**config.mk**
```make
export PLATFORM = sky130hd
export DESIGN_NAME = thermal_window_throttle
export DESIGN_NICKNAME = d
export VERILOG_FILES = /design/src/design/twt_pkg.sv /design/src/design/thermal_window_throttle.sv /design/src/design/twt_window.sv
export VERILOG_INCLUDE_DIRS = /design/src /design/src/design
export SDC_FILE = /design/constraint.sdc
export NUM_CORES = 1
export LEC_CHECK = 0
export ABC_AREA = 1
export BUFFER_PORTS_ARGS = -buffer_cell sky130_fd_sc_hd__buf_4
export CAP_MARGIN = 10
export CORE_ASPECT_RATIO = 1.75
export CORE_MARGIN = 5
export CORE_UTILIZATION = 55
export CTS_BUF_LIST = sky130_fd_sc_hd__clkbuf_8
export DETAILED_ROUTE_END_ITERATION = 7
export PLACE_DENSITY = 0.77
export RECOVER_POWER = 100
export SLEW_MARGIN = 20
export SYNTH_ARGS = -nofsm -noshare
export SYNTH_HDL_FRONTEND = slang
export SYNTH_SLANG_ARGS = --single-unit
```
**constraint.sdc**
```tcl
create_clock -name clock -period 8.4 [get_ports clock]
set_input_delay 0 -clock clock [delete_from_list [all_inputs] [get_ports clock]]
set_output_delay 0 -clock clock [all_outputs]
set_load 0.01 [all_outputs]
```
**src/design/thermal_window_throttle_macros.svh**
```systemverilog
// Assertion macros for the thermal window throttle.
// Clocked on clock, disabled while reset is high; no other dependencies.
`ifndef THERMAL_WINDOW_THROTTLE_MACROS_SVH
`define THERMAL_WINDOW_THROTTLE_MACROS_SVH
`ifndef NO_ASSERTIONS
// Condition that holds at every edge out of reset.
`define TWT_ASSERT_ALWAYS(lbl, cond) \
   lbl: assert property (@(posedge clock) disable iff (reset) (cond)) \
      else $error("thermal window throttle: invariant violated");
// Consequence in the same cycle.
`define TWT_ASSERT_IMPLIES(lbl, ante, cons) \
   lbl: assert property (@(posedge clock) disable iff (reset) (ante) |-> (cons)) \
      else $error("thermal window throttle: implication violated");
// Consequence in the next cycle.
`define TWT_ASSERT_NEXT(lbl, ante, cons) \
   lbl: assert property (@(posedge clock) disable iff (reset) (ante) |=> (cons)) \
      else $error("thermal window throttle: next-cycle check violated");
`else
`define TWT_ASSERT_ALWAYS(lbl, cond)
`define TWT_ASSERT_IMPLIES(lbl, ante, cons)
`define TWT_ASSERT_NEXT(lbl, ante, cons)
`endif
`endif

```
**src/design/twt_pkg.sv**
```systemverilog
// Shared types and constants of the thermal window throttle.
// No dependencies; imported by the top level.
`default_nettype none

package twt_pkg;

   localparam int LIMIT_W      = 20;
   localparam int COOL_W       = 4;
   localparam int CSR_INDEX_W  = 2;

   localparam logic [LIMIT_W-1:0] HEAT_LIMIT_RESET = 20'd20439;
   localparam logic [COOL_W-1:0]  COOLDOWN_RESET   = 4'd3;
   // Loads up to this value count as zero while idle (0.001 in Q4.12).
   localparam int unsigned        IDLE_ZERO_BAND   = 4;

   localparam logic [CSR_INDEX_W-1:0] CSR_HEAT_LIMIT = 2'd0;
   localparam logic [CSR_INDEX_W-1:0] CSR_COOLDOWN   = 2'd1;

   typedef struct packed {
      logic              ready;
      logic [COOL_W-1:0] count;
   } throttle_type;

   typedef struct packed {
      logic               unit_ready;
      logic               load_error;
      logic [LIMIT_W-1:0] window_total;
      logic [COOL_W-1:0]  cooldown_left;
   } rsp_type;

   // One forced-idle event: count down, or reload and return to ready.
   function automatic throttle_type force_idle(input throttle_type cur,
                                               input logic [COOL_W-1:0] reload);
      throttle_type nxt;
      nxt.ready = 1'b0;
      nxt.count = cur.count;
      if (cur.count != '0) begin
         nxt.count = cur.count - 1'b1;
      end else begin
         nxt.count = reload;
         nxt.ready = 1'b1;
      end
      return nxt;
   endfunction

endpackage

`default_nettype wire

```
**src/design/thermal_window_throttle.sv**
```systemverilog
// Top level of the thermal window throttle: control, sum, cooldown, result buffer.
// Depends on twt_pkg, twt_window and thermal_window_throttle_macros.svh.
`default_nettype none

// Thermal throttle over a ring window of WINDOW_LEN task loads (unsigned Q4.12).
// Every accepted transaction writes its load into the window and updates an
// exact running sum; once the window has been filled, a sum above limit_ff
// forces the unit idle, and each step while idle counts the cooldown down until
// it reloads from reload_ff and the unit is ready again. A load above 4 while
// idle is instead reported with load_error and dropped without touching state.
// Throughput is one transaction per clock while req_stall is low; a result is
// registered in the result register, or in the skid behind a stalled one. The
// window memory's read port is always addressed at the slot the next transaction
// will overwrite, so the evicted value is waiting in its read register and the
// read-modify-write needs no separate read. A two-deep output buffer (result
// register plus skid) lets the request side keep going while a result is
// stalled; req_stall rises only when both are full. Reset clears the window
// through per-entry valid bits at once, so there is no clearing pass. csr_ready
// is always high; write the registers only while no transaction is in flight.

`include "thermal_window_throttle_macros.svh"

module thermal_window_throttle #(
   parameter int WINDOW_LEN = 10,
   parameter int LOAD_BITS  = 16
) (
   input  wire logic                             clock,
   input  wire logic                             reset,
   // request channel
   input  wire logic                             req_valid,
   output logic                                  req_stall,
   input  wire logic [LOAD_BITS-1:0]             req_task_load,
   // result channel
   output logic                                  rsp_valid,
   input  wire logic                             rsp_stall,
   output logic                                  rsp_unit_ready,
   output logic                                  rsp_load_error,
   output logic [twt_pkg::LIMIT_W-1:0]           rsp_window_total,
   output logic [twt_pkg::COOL_W-1:0]            rsp_cooldown_left,
   // configuration write channel
   input  wire logic                             csr_valid,
   output logic                                  csr_ready,
   input  wire logic [twt_pkg::CSR_INDEX_W-1:0]  csr_index,
   input  wire logic [twt_pkg::LIMIT_W-1:0]      csr_wdata
);

   import twt_pkg::*;

   localparam int SLOT_W = $clog2(WINDOW_LEN);
   localparam int SUM_W  = LOAD_BITS + $clog2(WINDOW_LEN);
   localparam int CMP_W  = (SUM_W > LIMIT_W) ? SUM_W : LIMIT_W;
   localparam logic [SLOT_W-1:0] LAST_SLOT = SLOT_W'(WINDOW_LEN - 1);

   // configuration registers
   logic [LIMIT_W-1:0] limit_ff, limit_in;
   logic [COOL_W-1:0]  reload_ff, reload_in;

   // throttle state
   logic [SLOT_W-1:0]  slot_ff, slot_in;
   logic [SLOT_W-1:0]  items_ff, items_in;
   logic [SUM_W-1:0]   total_ff, total_in;
   logic               ready_ff, ready_in;
   logic [COOL_W-1:0]  cool_ff, cool_in;

   // result buffer
   logic               rsp_valid_ff, rsp_valid_in;
   logic               skid_valid_ff, skid_valid_in;
   rsp_type            out_ff, out_in;
   rsp_type            skid_ff, skid_in;

   // step datapath
   logic               accept;
   logic               out_take;
   logic [LOAD_BITS-1:0] old_load;
   logic [SUM_W-1:0]   sum_new;
   logic               full;
   logic               over;
   logic               load_err;
   logic               adv;
   logic               step;
   throttle_type       thr;
   logic [SLOT_W-1:0]  slot_next;
   logic [SLOT_W-1:0]  rd_addr;
   logic [CMP_W-1:0]   total_ext;
   rsp_type            new_rsp;

   assign req_stall = skid_valid_ff;
   assign accept    = req_valid && !req_stall;
   assign out_take  = rsp_valid_ff && !rsp_stall;
   assign csr_ready = 1'b1;

   // Evicted entry: the read register holds window[slot_ff] by construction.
   twt_window #(
      .WINDOW_LEN (WINDOW_LEN),
      .LOAD_BITS  (LOAD_BITS)
   ) u_window (
      .clock   (clock),
      .reset   (reset),
      .wr_en   (step),
      .wr_addr (slot_ff),
      .wr_data (req_task_load),
      .rd_addr (rd_addr),
      .rd_data (old_load)
   );

   // Evaluate one transaction against the current state.
   always_comb begin
      sum_new  = total_ff - SUM_W'(old_load) + SUM_W'(req_task_load);
      full     = (items_ff == LAST_SLOT);
      over     = full && (CMP_W'(sum_new) > CMP_W'(limit_ff));
      thr      = '{ready: ready_ff, count: cool_ff};
      load_err = 1'b0;
      adv      = 1'b0;
      if (ready_ff) begin
         adv = 1'b1;
         if (over) begin
            thr = force_idle(thr, reload_ff);
         end
      end else if (req_task_load > LOAD_BITS'(IDLE_ZERO_BAND)) begin
         // drop the load: nothing moves
         load_err = 1'b1;
      end else begin
         adv = 1'b1;
         thr = force_idle(thr, reload_ff);
         // second event on the same step when the window is still hot
         if (over) begin
            thr = force_idle(thr, reload_ff);
         end
      end
   end

   assign step      = accept && adv;
   assign slot_next = (slot_ff == LAST_SLOT) ? '0 : slot_ff + 1'b1;
   // Point the read port at the slot the next write will use.
   assign rd_addr   = step ? slot_next : slot_ff;

   assign total_ext = CMP_W'(adv ? sum_new : total_ff);

   always_comb begin
      new_rsp.unit_ready    = thr.ready;
      new_rsp.load_error    = load_err;
      new_rsp.window_total  = total_ext[LIMIT_W-1:0];
      new_rsp.cooldown_left = thr.count;
   end

   // Next state of the throttle.
   always_comb begin
      slot_in  = slot_ff;
      items_in = items_ff;
      total_in = total_ff;
      ready_in = ready_ff;
      cool_in  = cool_ff;
      if (accept) begin
         ready_in = thr.ready;
         cool_in  = thr.count;
      end
      if (step) begin
         slot_in  = slot_next;
         total_in = sum_new;
         if (!full) begin
            items_in = items_ff + 1'b1;
         end
      end
   end

   // Configuration writes.
   always_comb begin
      limit_in  = limit_ff;
      reload_in = reload_ff;
      if (csr_valid && csr_ready) begin
         case (csr_index)
            CSR_HEAT_LIMIT: limit_in  = csr_wdata;
            CSR_COOLDOWN:   reload_in = csr_wdata[COOL_W-1:0];
            default: begin
            end
         endcase
      end
   end

   // Result register plus skid: a stalled result never blocks the next request
   // until both slots are occupied.
   always_comb begin
      rsp_valid_in  = rsp_valid_ff;
      skid_valid_in = skid_valid_ff;
      out_in        = out_ff;
      skid_in       = skid_ff;
      if (skid_valid_ff) begin
         if (out_take) begin
            out_in        = skid_ff;
            skid_valid_in = 1'b0;
         end
      end else if (accept) begin
         if (!rsp_valid_ff || out_take) begin
            out_in       = new_rsp;
            rsp_valid_in = 1'b1;
         end else begin
            skid_in       = new_rsp;
            skid_valid_in = 1'b1;
         end
      end else if (out_take) begin
         rsp_valid_in = 1'b0;
      end
   end

   always_ff @(posedge clock) begin
      if (reset) begin
         limit_ff      <= HEAT_LIMIT_RESET;
         reload_ff     <= COOLDOWN_RESET;
         slot_ff       <= '0;
         items_ff      <= '0;
         total_ff      <= '0;
         ready_ff      <= 1'b1;
         cool_ff       <= COOLDOWN_RESET;
         rsp_valid_ff  <= 1'b0;
         skid_valid_ff <= 1'b0;
      end else begin
         limit_ff      <= limit_in;
         reload_ff     <= reload_in;
         slot_ff       <= slot_in;
         items_ff      <= items_in;
         total_ff      <= total_in;
         ready_ff      <= ready_in;
         cool_ff       <= cool_in;
         rsp_valid_ff  <= rsp_valid_in;
         skid_valid_ff <= skid_valid_in;
      end
   end

   // Payload holds without reset.
   always_ff @(posedge clock) begin
      out_ff  <= out_in;
      skid_ff <= skid_in;
   end

   assign rsp_valid         = rsp_valid_ff;
   assign rsp_unit_ready    = out_ff.unit_ready;
   assign rsp_load_error    = out_ff.load_error;
   assign rsp_window_total  = out_ff.window_total;
   assign rsp_cooldown_left = out_ff.cooldown_left;

   `TWT_ASSERT_ALWAYS(a_skid_behind_out, !skid_valid_ff || rsp_valid_ff)
   `TWT_ASSERT_ALWAYS(a_slot_in_range, slot_ff <= LAST_SLOT)
   `TWT_ASSERT_IMPLIES(a_err_only_idle, accept && load_err, !ready_ff)
   `TWT_ASSERT_NEXT(a_err_no_change, accept && load_err, $stable(slot_ff) && $stable(total_ff))
   `TWT_ASSERT_NEXT(a_step_advances, step, slot_ff != $past(slot_ff))

endmodule

`default_nettype wire

```
**src/design/twt_window.sv**
```systemverilog
// Load window memory: one write port, one registered read port.
// Entries never written read as zero through per-entry valid bits.
`default_nettype none

module twt_window #(
   parameter int WINDOW_LEN = 10,
   parameter int LOAD_BITS  = 16
) (
   input  wire logic                          clock,
   input  wire logic                          reset,
   input  wire logic                          wr_en,
   input  wire logic [$clog2(WINDOW_LEN)-1:0] wr_addr,
   input  wire logic [LOAD_BITS-1:0]          wr_data,
   input  wire logic [$clog2(WINDOW_LEN)-1:0] rd_addr,
   output logic      [LOAD_BITS-1:0]          rd_data
);

   logic [LOAD_BITS-1:0]  mem [WINDOW_LEN];
   logic [WINDOW_LEN-1:0] valid_ff;
   logic [LOAD_BITS-1:0]  rd_data_ff;
   logic                  rd_valid_ff;

   always_ff @(posedge clock) begin
      if (wr_en) begin
         mem[wr_addr] <= wr_data;
      end
      rd_data_ff <= mem[rd_addr];
   end

   always_ff @(posedge clock) begin
      if (reset) begin
         valid_ff    <= '0;
         rd_valid_ff <= 1'b0;
      end else begin
         if (wr_en) begin
            valid_ff[wr_addr] <= 1'b1;
         end
         rd_valid_ff <= valid_ff[rd_addr];
      end
   end

   assign rd_data = rd_valid_ff ? rd_data_ff : '0;

endmodule

`default_nettype wire

```
[After elaboration in Yosys (flattened, before gate mapping)]
Memory sizes are Yosys's and may differ from the RTL's. A register that Yosys moved wholly into a read port is not among the register bits.
Index checks and enable logic that the tools add are counted.
Word-level totals
  register bits after elaboration: 122
  output and inout bits: 29
  input bits: 43
  bits in writable memories: 160
  memories kept: 1
  logic and storage cells: 96
Memories
  u_window.mem: words 10, bits a word 16, rd ports 1, clocked after memory_dff 1, write ports 1, RTL line twt_window.sv:18  | logic [LOAD_BITS-1:0] mem [WINDOW_LEN];
Cells by class
  bitwise gates (word level): 4
  muxes and demuxes: 35
  reduce and logical (&&, ||, !) cells: 21
  add/subtract/negate cells: 6
  magnitude comparators: 5
  eq/ne operators: 5
Operators by type and width (number)
  $mux W26: 4
  $mux W4: 6
  $add A20 B16 Y20: 1
  $gt A20 B20 Y1: 1
  $mux W20: 1
  $mux W5: 4
  $sub A20 B16 Y20: 1
  $mux W1: 17
  $gt A16 B3 Y1 const B: 1
  $mux W16: 1
  $lt A4 B5 Y1 const B: 2
  $or A10 B10 Y10: 1
  $reduce_and A3 Y1: 3
  $add A4 B1 Y4 const B: 2
  $eq A4 B4 Y1 const B: 2
  $reduce_bool A4 Y1: 2
  $sub A4 B1 Y4 const B: 2
  $reduce_and A2 Y1: 3
  $reduce_bool A2 Y1: 3
  $logic_and A1 B1 Y1: 5
  $bmux W1 S4: 1
  $demux W1 S4: 1
  $ge A4 B1 Y1 const B: 1
  $ne A2 B1 Y1 const B: 2
  other kinds (5): 9

[Logic depth before layout (Yosys ltp)]
Gate-level depths: netlist of run 1.
  depth after elaboration: 12
  gate-level depth with buffers: 33
  gate-level depth less buffers: 31

[Hierarchy]
Synthesis of run 1 repeated with hierarchy kept, for this count alone.
Second synthesis, totals
  cell total of the unflattened synthesis: 1546
  area, all modules: 14355.0 um^2
Modules (own cells, without submodules)
  twt_window: area an instance 7265.7 um^2, instances 1, sequential area each 5345.1 um^2, cells each 616
  thermal_window_throttle: area an instance 7089.3 um^2, instances 1, sequential area each 2742.6 um^2, cells each 930

[Worst setup path before layout of run 1]
OpenSTA, ideal clock, no wires.
  path kind: register to register
  start: reg u_window.rd_valid_ff
  end: reg out_ff, in the netlist rsp_cooldown_left[0], data pin
  slack: 3.937 ns
  arrival: 4.210 ns
  cell stages (with the launch flop): 28
  clock period less this slack: 4.463 ns
  path buffers: 3
  data required time: 8.147 ns
  library setup time: 0.253 ns
  cells stage by stage: dfxtp_1 > clkbuf_1 > clkbuf_1 > nand2_1 > inv_1 > fa_1 > inv_1 > ha_1 > nand3_1 > nand3_2 > a21boi_0 > o21ai_2 > a21oi_1 > xor2_1 > inv_1 > ha_1 > nand2_1 > nor2_1 > nand4_1 > nor2_1 > nand2_1 > nand3_1 > nand2_1 > buf_2 > o211ai_1 > nand3_1 > nand2_1 > nand2_1
RTL lines
  start, declared: RTL line twt_window.sv:21  | logic rd_valid_ff;
  start signal, assigned: RTL line twt_window.sv:38  | rd_valid_ff <= valid_ff[rd_addr];
  end signal, assigned: RTL line thermal_window_throttle.sv:231  | out_ff <= out_in;
  end, declared: RTL line thermal_window_throttle.sv:68  | rsp_type out_ff, out_in;

[Final worst setup path of run 1]
  start: in req_task_load[8]
  end: mem u_window.mem[5][4] (enable)
Between the ends
  longest elaborated chain between the ends: 6
RTL lines
  start, declared: RTL line thermal_window_throttle.sv:32  | input wire logic [LOAD_BITS-1:0] req_task_load,
  $gt A16 B3 Y1: RTL line thermal_window_throttle.sv:119  | end else if (req_task_load > LOAD_BITS'(IDLE_ZERO_BAND)) begin
  $mux W1: RTL line thermal_window_throttle.sv:119
  $mux W1: RTL line thermal_window_throttle.sv:114  | if (ready_ff) begin
  $logic_and A1 B1 Y1: RTL line thermal_window_throttle.sv:132  | assign step = accept && adv;
  $mux W1: RTL line twt_window.sv:24  | if (wr_en) begin
  $mux W1 (implied by the code): RTL line twt_window.sv:25  | mem[wr_addr] <= wr_data;
  end, declared: RTL line twt_window.sv:18
No other way between the ends.

==> impl_metrics.csv, run 1 <==
group,metric,value,unit
timing,worst_slew_pin_slew,1520,ps
final_layout,layout_common_cells,"501 x nand2_1, 321 x inv_1, 212 x edfxtp_1",
worst_hold_path,hold_depth,4,
floorplanning,rows,79,
clock_tree,post_cts_resize_count,0,
clock_tree,cts.path.max_buffers,3,
power,sw_frac_of_total,0.368,
final_layout,syn2layout_area_growth,12.2,%
clock_tree,path_clk_slew,60,ps
floorplanning,floorplan.die_area,30200,sq um
worst_setup_path,cp_cell_sequence,"dlygate4sd3_1 -> clkbuf_1 -> nor2_1 -> nand2_1 -> nor2_1 -> nand3_1 -> nand2_1 -> nand2_1 -> inv_1 -> nand3_1 -> nor2_1 -> clkbuf_1",
routing,totalWireLength,35.8,mm
worst_setup_path,crit_path_max_incr_delay,1320,ps
placement,io_buffers,70,
worst_hold_path,hp-class,"in2reg",
synth,synth_fp_nets,1782,
timing,fin_crit_sh,0.772,
grt,antenna_found_initial,0,
synth,synth-seq-cells,298,
power,power_frac_comb,0.345,
routing,drt-initial-drc-count,889,
worst_setup_path,start_kind,"input port",
power,seqPwrFrac,0.413,
grt,grt_pass1_vias,11300,
timing,fmax,0.154,GHz
timing,slew_violations,44,
grt,grt_usage,0.236,
synth,yosysWarnings,0,
clock_tree,clockRootBuffer,"clkbuf_8",
worst_setup_path,cp-startpoint,"req_task_load[8]",
synth,synthCells,1679,
final_layout,diodes,0,
final_layout,fin_util,0.623,
power,total_power,4.34,mW
worst_setup_path,path_max_fanout,43,
timing,worst_slack,1910,ps
final_layout,n_fill_cell,2249,
timing,max_slew_margin,-0.0141,
worst_hold_path,min_to,"limit_ff[6]",
floorplanning,boundaryPins,72,
final_layout,final_nets,1907,
worst_setup_path,worstReg2RegStart,"ready_ff",
synth,async_flop_share,0,
final_layout,drive_gt1_frac,0.0501,
routing,dr.pass1.iters,6,
timing,hold_ws,218,ps
final_layout,seq_area,8090,sq um
placement,dp_hpwl,24.3,mm
worst_setup_path,worstSetupPathType,"in2reg",
worst_setup_path,timing.reg2reg.setup_slack,2340,ps
final_layout,layout_commonest_cell,"nand2_1",
timing,fin_tns_setup,0,ps
clock_tree,ctsHoldBuffers,51,
clock_tree,cts_tree,"built",
final_layout,multi_input_area,5140,sq um
power,power_density,263,nW/um^2
timing,hold_viol,0,
clock_tree,numCtsBuffers,42,
worst_setup_path,r2r_cells,7,
clock_tree,clkSinkCount,298,
floorplanning,fp.coreArea,26500,sq um
timing,fin_crit,6490,ps
routing,route.vias.total,11400,
synth,synth-edff-count,212,
power,p_int,2.75,mW
grt,grt_max_degree,86,
timing,skew,19.0,ps
routing,drtAntennaViolNets,0,
synth,syn-cell-area,14700,sq um
worst_setup_path,slowest_stage,"nand2_1",
run,drv_cap,1,
grt,grt_remaining_overflow,0,
floorplanning,die_h,226,microns
worst_setup_path,r2r-end,"u_window.mem[5][4]",
synth,syn_avg_cell_area,8.76,sq um
worst_setup_path,critPathArrivalTime,6670,ps
power,p_leak,7.59,nW
grt,grt_pass1_wl,56.0,mm
placement,gp_congestion,0.995,
clock_tree,h-tree-depth,2,
worst_setup_path,required,8580,ps
timing,rsz0062_at_grt,"false",
clock_tree,post-cts-setup-buffer-count,0,
routing,routed-wl-met3,1.65,mm
synth,ys_types,40,
routing,wl_per_cell,16.6,microns
synth,synth_ff_type,"edfxtp_1",
routing,wl_met2,18.9,mm
power,p_sw,1.60,mW
synth,yosysSeqAreaShare,0.550,
routing,drc,0,
floorplanning,start_util,0.555,
worst_hold_path,min_from,"csr_wdata[6]",
placement,dp_slack,3380,ps
run_status,violations,"capacitance limit, slew limit",
power,ir_worst_vdd,0.000160,V
run_status,outcome,"complete, but fails checks",
timing,setup_viol,0,
worst_setup_path,cp-end-kind,"register",
floorplanning,die_w,134,microns
routing,met1_length,12.8,mm
power,p_clk_frac,0.242,
routing,viasPerCell,5.29,
clock_tree,clkLatencyLatePin,580,ps
routing,topRoutingLayerUsed,"met4",
per-stage QoR:
stage               cells  instance area [sq um]
global placement     2033                  15500
detailed placement   2033                  15500
CTS                  2159                  16800
finish               2159                  16500
global route         2159                  16500
floorplan            1679                  14700
logic make-up after synthesis:
logic type	share of synthesized area
AND/OR/NAND/NOR	0.215
buffers and inverters	0.0995
flip-flops	0.550
AO/OA/AOI/OAI	0.0685
adder cells (fa/ha/maj)	0.0592
XOR/XNOR	0.00715
other	0.000255
metal layers:
| metal | vias to the layer above | GRT usage |
|---|---|---|
| met3 | 127 | 0.0322 |
| met1 | 5263 | 0.242 |
| met2 | 411 | 0.442 |
| li1 | 5627 | - |
| met4 | 0 | 0.156 |
| met5 | - | 0 |
flip-flops by register name (all words and copies together) (netlist names):
signal / cells
cool_ff: 4
items_ff: 4
limit_ff: 20
ready_ff: 1
reload_ff: 4
req_stall: 1
rsp_cooldown_left: 4
rsp_load_error: 1
rsp_unit_ready: 1
rsp_valid: 1
rsp_window_total: 20
skid_ff: 26
slot_ff: 4
total_ff: 20
u_window.mem: 160
u_window.rd_data_ff: 16
u_window.rd_valid_ff: 1
u_window.valid_ff: 10
power groups by stage:
| stage | sequential [mW] | combinational, mW | clock, mW |
|---|---|---|---|
| 2_1_floorplan | 1.84 | 1.02 | 0 |
| 3_3_place_gp | 1.82 | 1.48 | 0 |
| 3_5_place_dp | 1.83 | 1.51 | 0 |
| 4_1_cts | 1.79 | 1.54 | 1.07 |
| 5_1_grt | 1.81 | 1.69 | 1.13 |
| 6_report | 1.79 | 1.50 | 1.05 |
Yosys cell counts (all sizes together) (9+ instances only):
master	count	area (sq um)
nand4	13	81.3
nor3	9	45.0
dfxtp	86	1720
inv	310	1160
ha	44	551
xor2	9	78.8
nand3	167	846
nand2	503	1910
o21ai	73	403
o21a	11	82.6
a21oi	65	329
nor2	70	265
o211ai	12	90.1
fa	16	320
clkbuf	26	97.6
buf	30	199
edfxtp	212	6370
cell type report:
type / instances / area share
tap: 324 / 0.0246
sequential: 298 / 0.490
timing repair buffer: 137 / 0.0569
clock inverter: 31 / 0.00918
inverter: 311 / 0.0708
multi-input combinational: 1014 / 0.312
clock buffer: 44 / 0.0367
worst max-delay path: cells and delay by family:
family                 cells  cell delay (ps)
and+or+nand+nor            8             3970
buffers and inverters      4             2650
worst max path at each step:
| stage | end | slack, ps | cells after the start |
|---|---|---|---|
| finish | u_window.mem[5][4] | 1910 | 12 |
| global route | u_window.mem[5][0] | 1490 | 12 |
| CTS | rsp_cooldown_left[1] | 3370 | 25 |
| detailed placement | rsp_cooldown_left[1] | 3380 | 26 |
| global placement | rsp_cooldown_left[1] | 3550 | 25 |
| floorplan | rsp_cooldown_left[0] | 3940 | 27 |
No activity file was read; power rests on OpenSTA's default activity.
==> run 2, diff against run 1 <==
- ABC_AREA: 1 -> 0
- PLACE_DENSITY: 0.77 -> 0.8
- clock period: 8.4 -> 5.5 ns (I/O delays scaled with it)
==> impl_metrics.csv, run 2 <==
group,metric,value,unit
timing,max_slew_margin,-0.102,
timing,setup_viol,0,
synth,synth_ff_type,"edfxtp_1",
clock_tree,clkSinkCount,298,
synth,synth_fp_nets,1391,
power,power_density,481,nW/um^2
timing,hold_viol,0,
grt,grt_remaining_overflow,0,
power,ir_worst_vdd,0.000230,V
synth,yosysTopAreaCellShare,0.445,
clock_tree,cts_tree,"built",
final_layout,final_nets,1572,
clock_tree,cts.path.max_buffers,3,
worst_setup_path,r2r_cells,28,
routing,totalWireLength,37.4,mm
worst_setup_path,worstSetupPathType,"reg2reg",
placement,gp_congestion,0.941,
final_layout,drive_gt1_frac,0.160,
final_layout,top_register,"u_window.mem",
timing,fin_crit,5420,ps
floorplanning,boundaryPins,72,
timing,skew,34.5,ps
routing,dr.pass1.iters,6,
routing,drc,0,
floorplanning,fp.coreArea,25800,sq um
worst_setup_path,cp-end-kind,"register",
floorplanning,die_h,223,microns
timing,worst_slew_pin_slew,1650,ps
grt,antenna_found_initial,1,
placement,dp_hpwl,23.8,mm
synth,async_flop_share,0,
worst_setup_path,critical_path_depth,28,
floorplanning,die_w,132,microns
worst_setup_path,critPathArrivalTime,5870,ps
worst_setup_path,crit_path_max_incr_delay,480,ps
placement,dp_slack,-216,ps
final_layout,largest_reg_flops,160,
synth,synth-edff-count,212,
worst_setup_path,worstReg2RegStart,"u_window.rd_valid_ff",
floorplanning,rows,78,
timing,fin_crit_sh,0.985,
routing,drtAntennaViolNets,0,
synth,yosysSeqAreaShare,0.566,
synth,yosysTopAreaCell,"edfxtp_1",
run,drv_cap,3,
worst_setup_path,start_kind,"register",
synth,syn_avg_cell_area,11.1,sq um
timing,rsz0062_at_grt,"true",
worst_setup_path,timing.reg2reg.setup_slack,80,ps
floorplanning,start_util,0.555,
routing,route.vias.total,11000,
worst_hold_path,hp-class,"in2reg",
floorplanning,floorplan.die_area,29400,sq um
timing,fmax,0.185,GHz
final_layout,layout_commonest_cell,"edfxtp_1",
timing,worst_slack,83.5,ps
run_status,outcome,"complete, but fails checks",
timing,slew_violations,90,
synth,syn-cell-area,14300,sq um
clock_tree,path_clk_slew,60,ps
timing,hold_ws,42.9,ps
worst_setup_path,critical_path.top_delay_family,"compound AO/OA/AOI/OAI gates",
grt,grt_pass1_wl,58.1,mm
routing,wl_per_cell,20.5,microns
synth,ys_types,70,
worst_setup_path,crit_top_cell,"buf_4",
clock_tree,numCtsBuffers,42,
run_status,violations,"capacitance limit, slew limit",
final_layout,syn2layout_area_growth,19.6,%
clock_tree,h-tree-depth,2,
routing,viasPerCell,6.05,
clock_tree,clkLatencyLatePin,580,ps
synth,synthCells,1288,
synth,yosysWarnings,0,
worst_setup_path,cp-startpoint,"u_window.rd_valid_ff",
worst_setup_path,path_buf_inv,7,
synth,synth_top_cells_by_area,"edfxtp_1 45%, dfxtp_1 12%, nand2_1 4.4%",
power,p_leak,6.41,nW
worst_setup_path,r2r-end,"cool_ff[2]",
final_layout,top_regs,"u_window.mem: 160 flops, skid_ff: 26 flops",
worst_setup_path,crit_path_end,"cool_ff[2]",
worst_setup_path,path_max_fanout,13,
final_layout,layout_common_cells,"212 x edfxtp_1, 169 x nand2_1, 112 x inv_1",
placement,io_buffers,70,
synth,netlist_top_cells_count,"212 x edfxtp_1, 169 x nand2_1, 104 x inv_1",
grt,grt_max_degree,68,
clock_tree,clockRootBuffer,"clkbuf_8",
worst_setup_path,required,5960,ps
grt,grt_pass1_vias,11000,
worst_setup_path,slowest_stage,"fa_1",
synth,synth-seq-cells,298,
synth,yosysMostFrequentCell,"edfxtp_1",
grt,grt_usage,0.245,
routing,drt-initial-drc-count,919,
run 2: cell types whose count changed in the layout (fill, tap and decap cells not counted), sizes merged, moves of 17 or more:
| cell | change |
|---|---|
| o221ai | +19 |
| nand2 | -333 |
| mux2i | +39 |
| a31o | +18 |
| o22ai | +18 |
| mux2 | +32 |
| o311ai | +31 |
| nand3 | -123 |
| a32oi | +17 |
| buf | +63 |
| inv | -207 |
run 2: report_power, final:
group	total, mW	internal, mW	switching [mW]
sequential	2.87	2.78	0.0962
combinational	3.55	1.55	2.00
clock	1.79	0.950	0.843
run 2: cells by family after synthesis:
| family | share of synthesized area |
|---|---|
| and+or+nand+nor | 0.112 |
| AOI/OAI and AO/OA | 0.146 |
| DFF | 0.566 |
| buffers and inverters | 0.0499 |
| muxes | 0.0525 |
| adders and majority gates | 0.0609 |
| xor gates and xnor gates | 0.0128 |
| other | 0.000262 |
run 2: per-layer routing:
metal / part of all wire / vias to the layer above / global-route usage / wire, microns
met2: 0.52 / 538 / 0.450 / 19500
met4: 0.063 / 0 / 0.134 / 2340
met5: 0 / - / 0 / 0
met1: 0.35 / 5242 / 0.268 / 13100
li1: - / 5083 / - / -
met3: 0.066 / 174 / 0.0375 / 2490
run 2: cell type report:
| type | instances | area (sq um) |
|---|---|---|
| Fill cell | 1870 | 8680 |
| Multi-Input combinational cell | 812 | 5780 |
| Clock inverter | 30 | 216 |
| Sequential cell | 298 | 8090 |
| Inverter | 106 | 398 |
| Antenna cell | 1 | 2.50 |
| Timing Repair Buffer | 209 | 1540 |
| Clock buffer | 48 | 661 |
| Tap cell | 320 | 400 |
run 2: what timing repair did:
| action | CTS | global route |
|---|---|---|
| setup buffers | 4 | 9 |
| hold endpoints to repair | 215 | 0 |
| pin swaps | 9 | 21 |
| setup endpoints to repair | 15 | 15 |
| gates resized for setup | 9 | 41 |
| hold buffers | 63 | 0 |
run 2: worst min-delay path by stage:
stage | start | to | cells after the start
floorplan | req_task_load[0] | u_window.mem[0][0] | 0
global placement | csr_wdata[9] | limit_ff[9] | 3
detailed placement | csr_wdata[0] | reload_ff[0] | 3
CTS | csr_valid | reload_ff[1] | 4
global route | csr_valid | reload_ff[0] | 4
finish | csr_valid | reload_ff[0] | 4
run 2: worst register-to-register path, delay by kind of cell (launching register included):
kind | cells | cell delay (ps)
AO/OA/AOI/OAI | 12 | 1950
adder cells (fa/ha/maj) | 3 | 1070
buffers and inverters | 7 | 970
AND/OR/NAND/NOR | 5 | 850
flip-flops | 1 | 340
XOR/XNOR | 1 | 170
run 2: stage by stage:
step	cells	TNS, ps	total power [mW]	utilization	instance area [sq um]
2_1_floorplan	1288	0	5.04	-	14300
3_3_place_gp	1669	-97.2	5.97	0.599	15400
3_5_place_dp	1669	-1140	6.09	0.599	15400
4_1_cts	1814	0	7.96	0.660	17000
5_1_grt	1824	-1460	8.68	0.663	17100
6_report	1824	0	8.22	0.663	17100
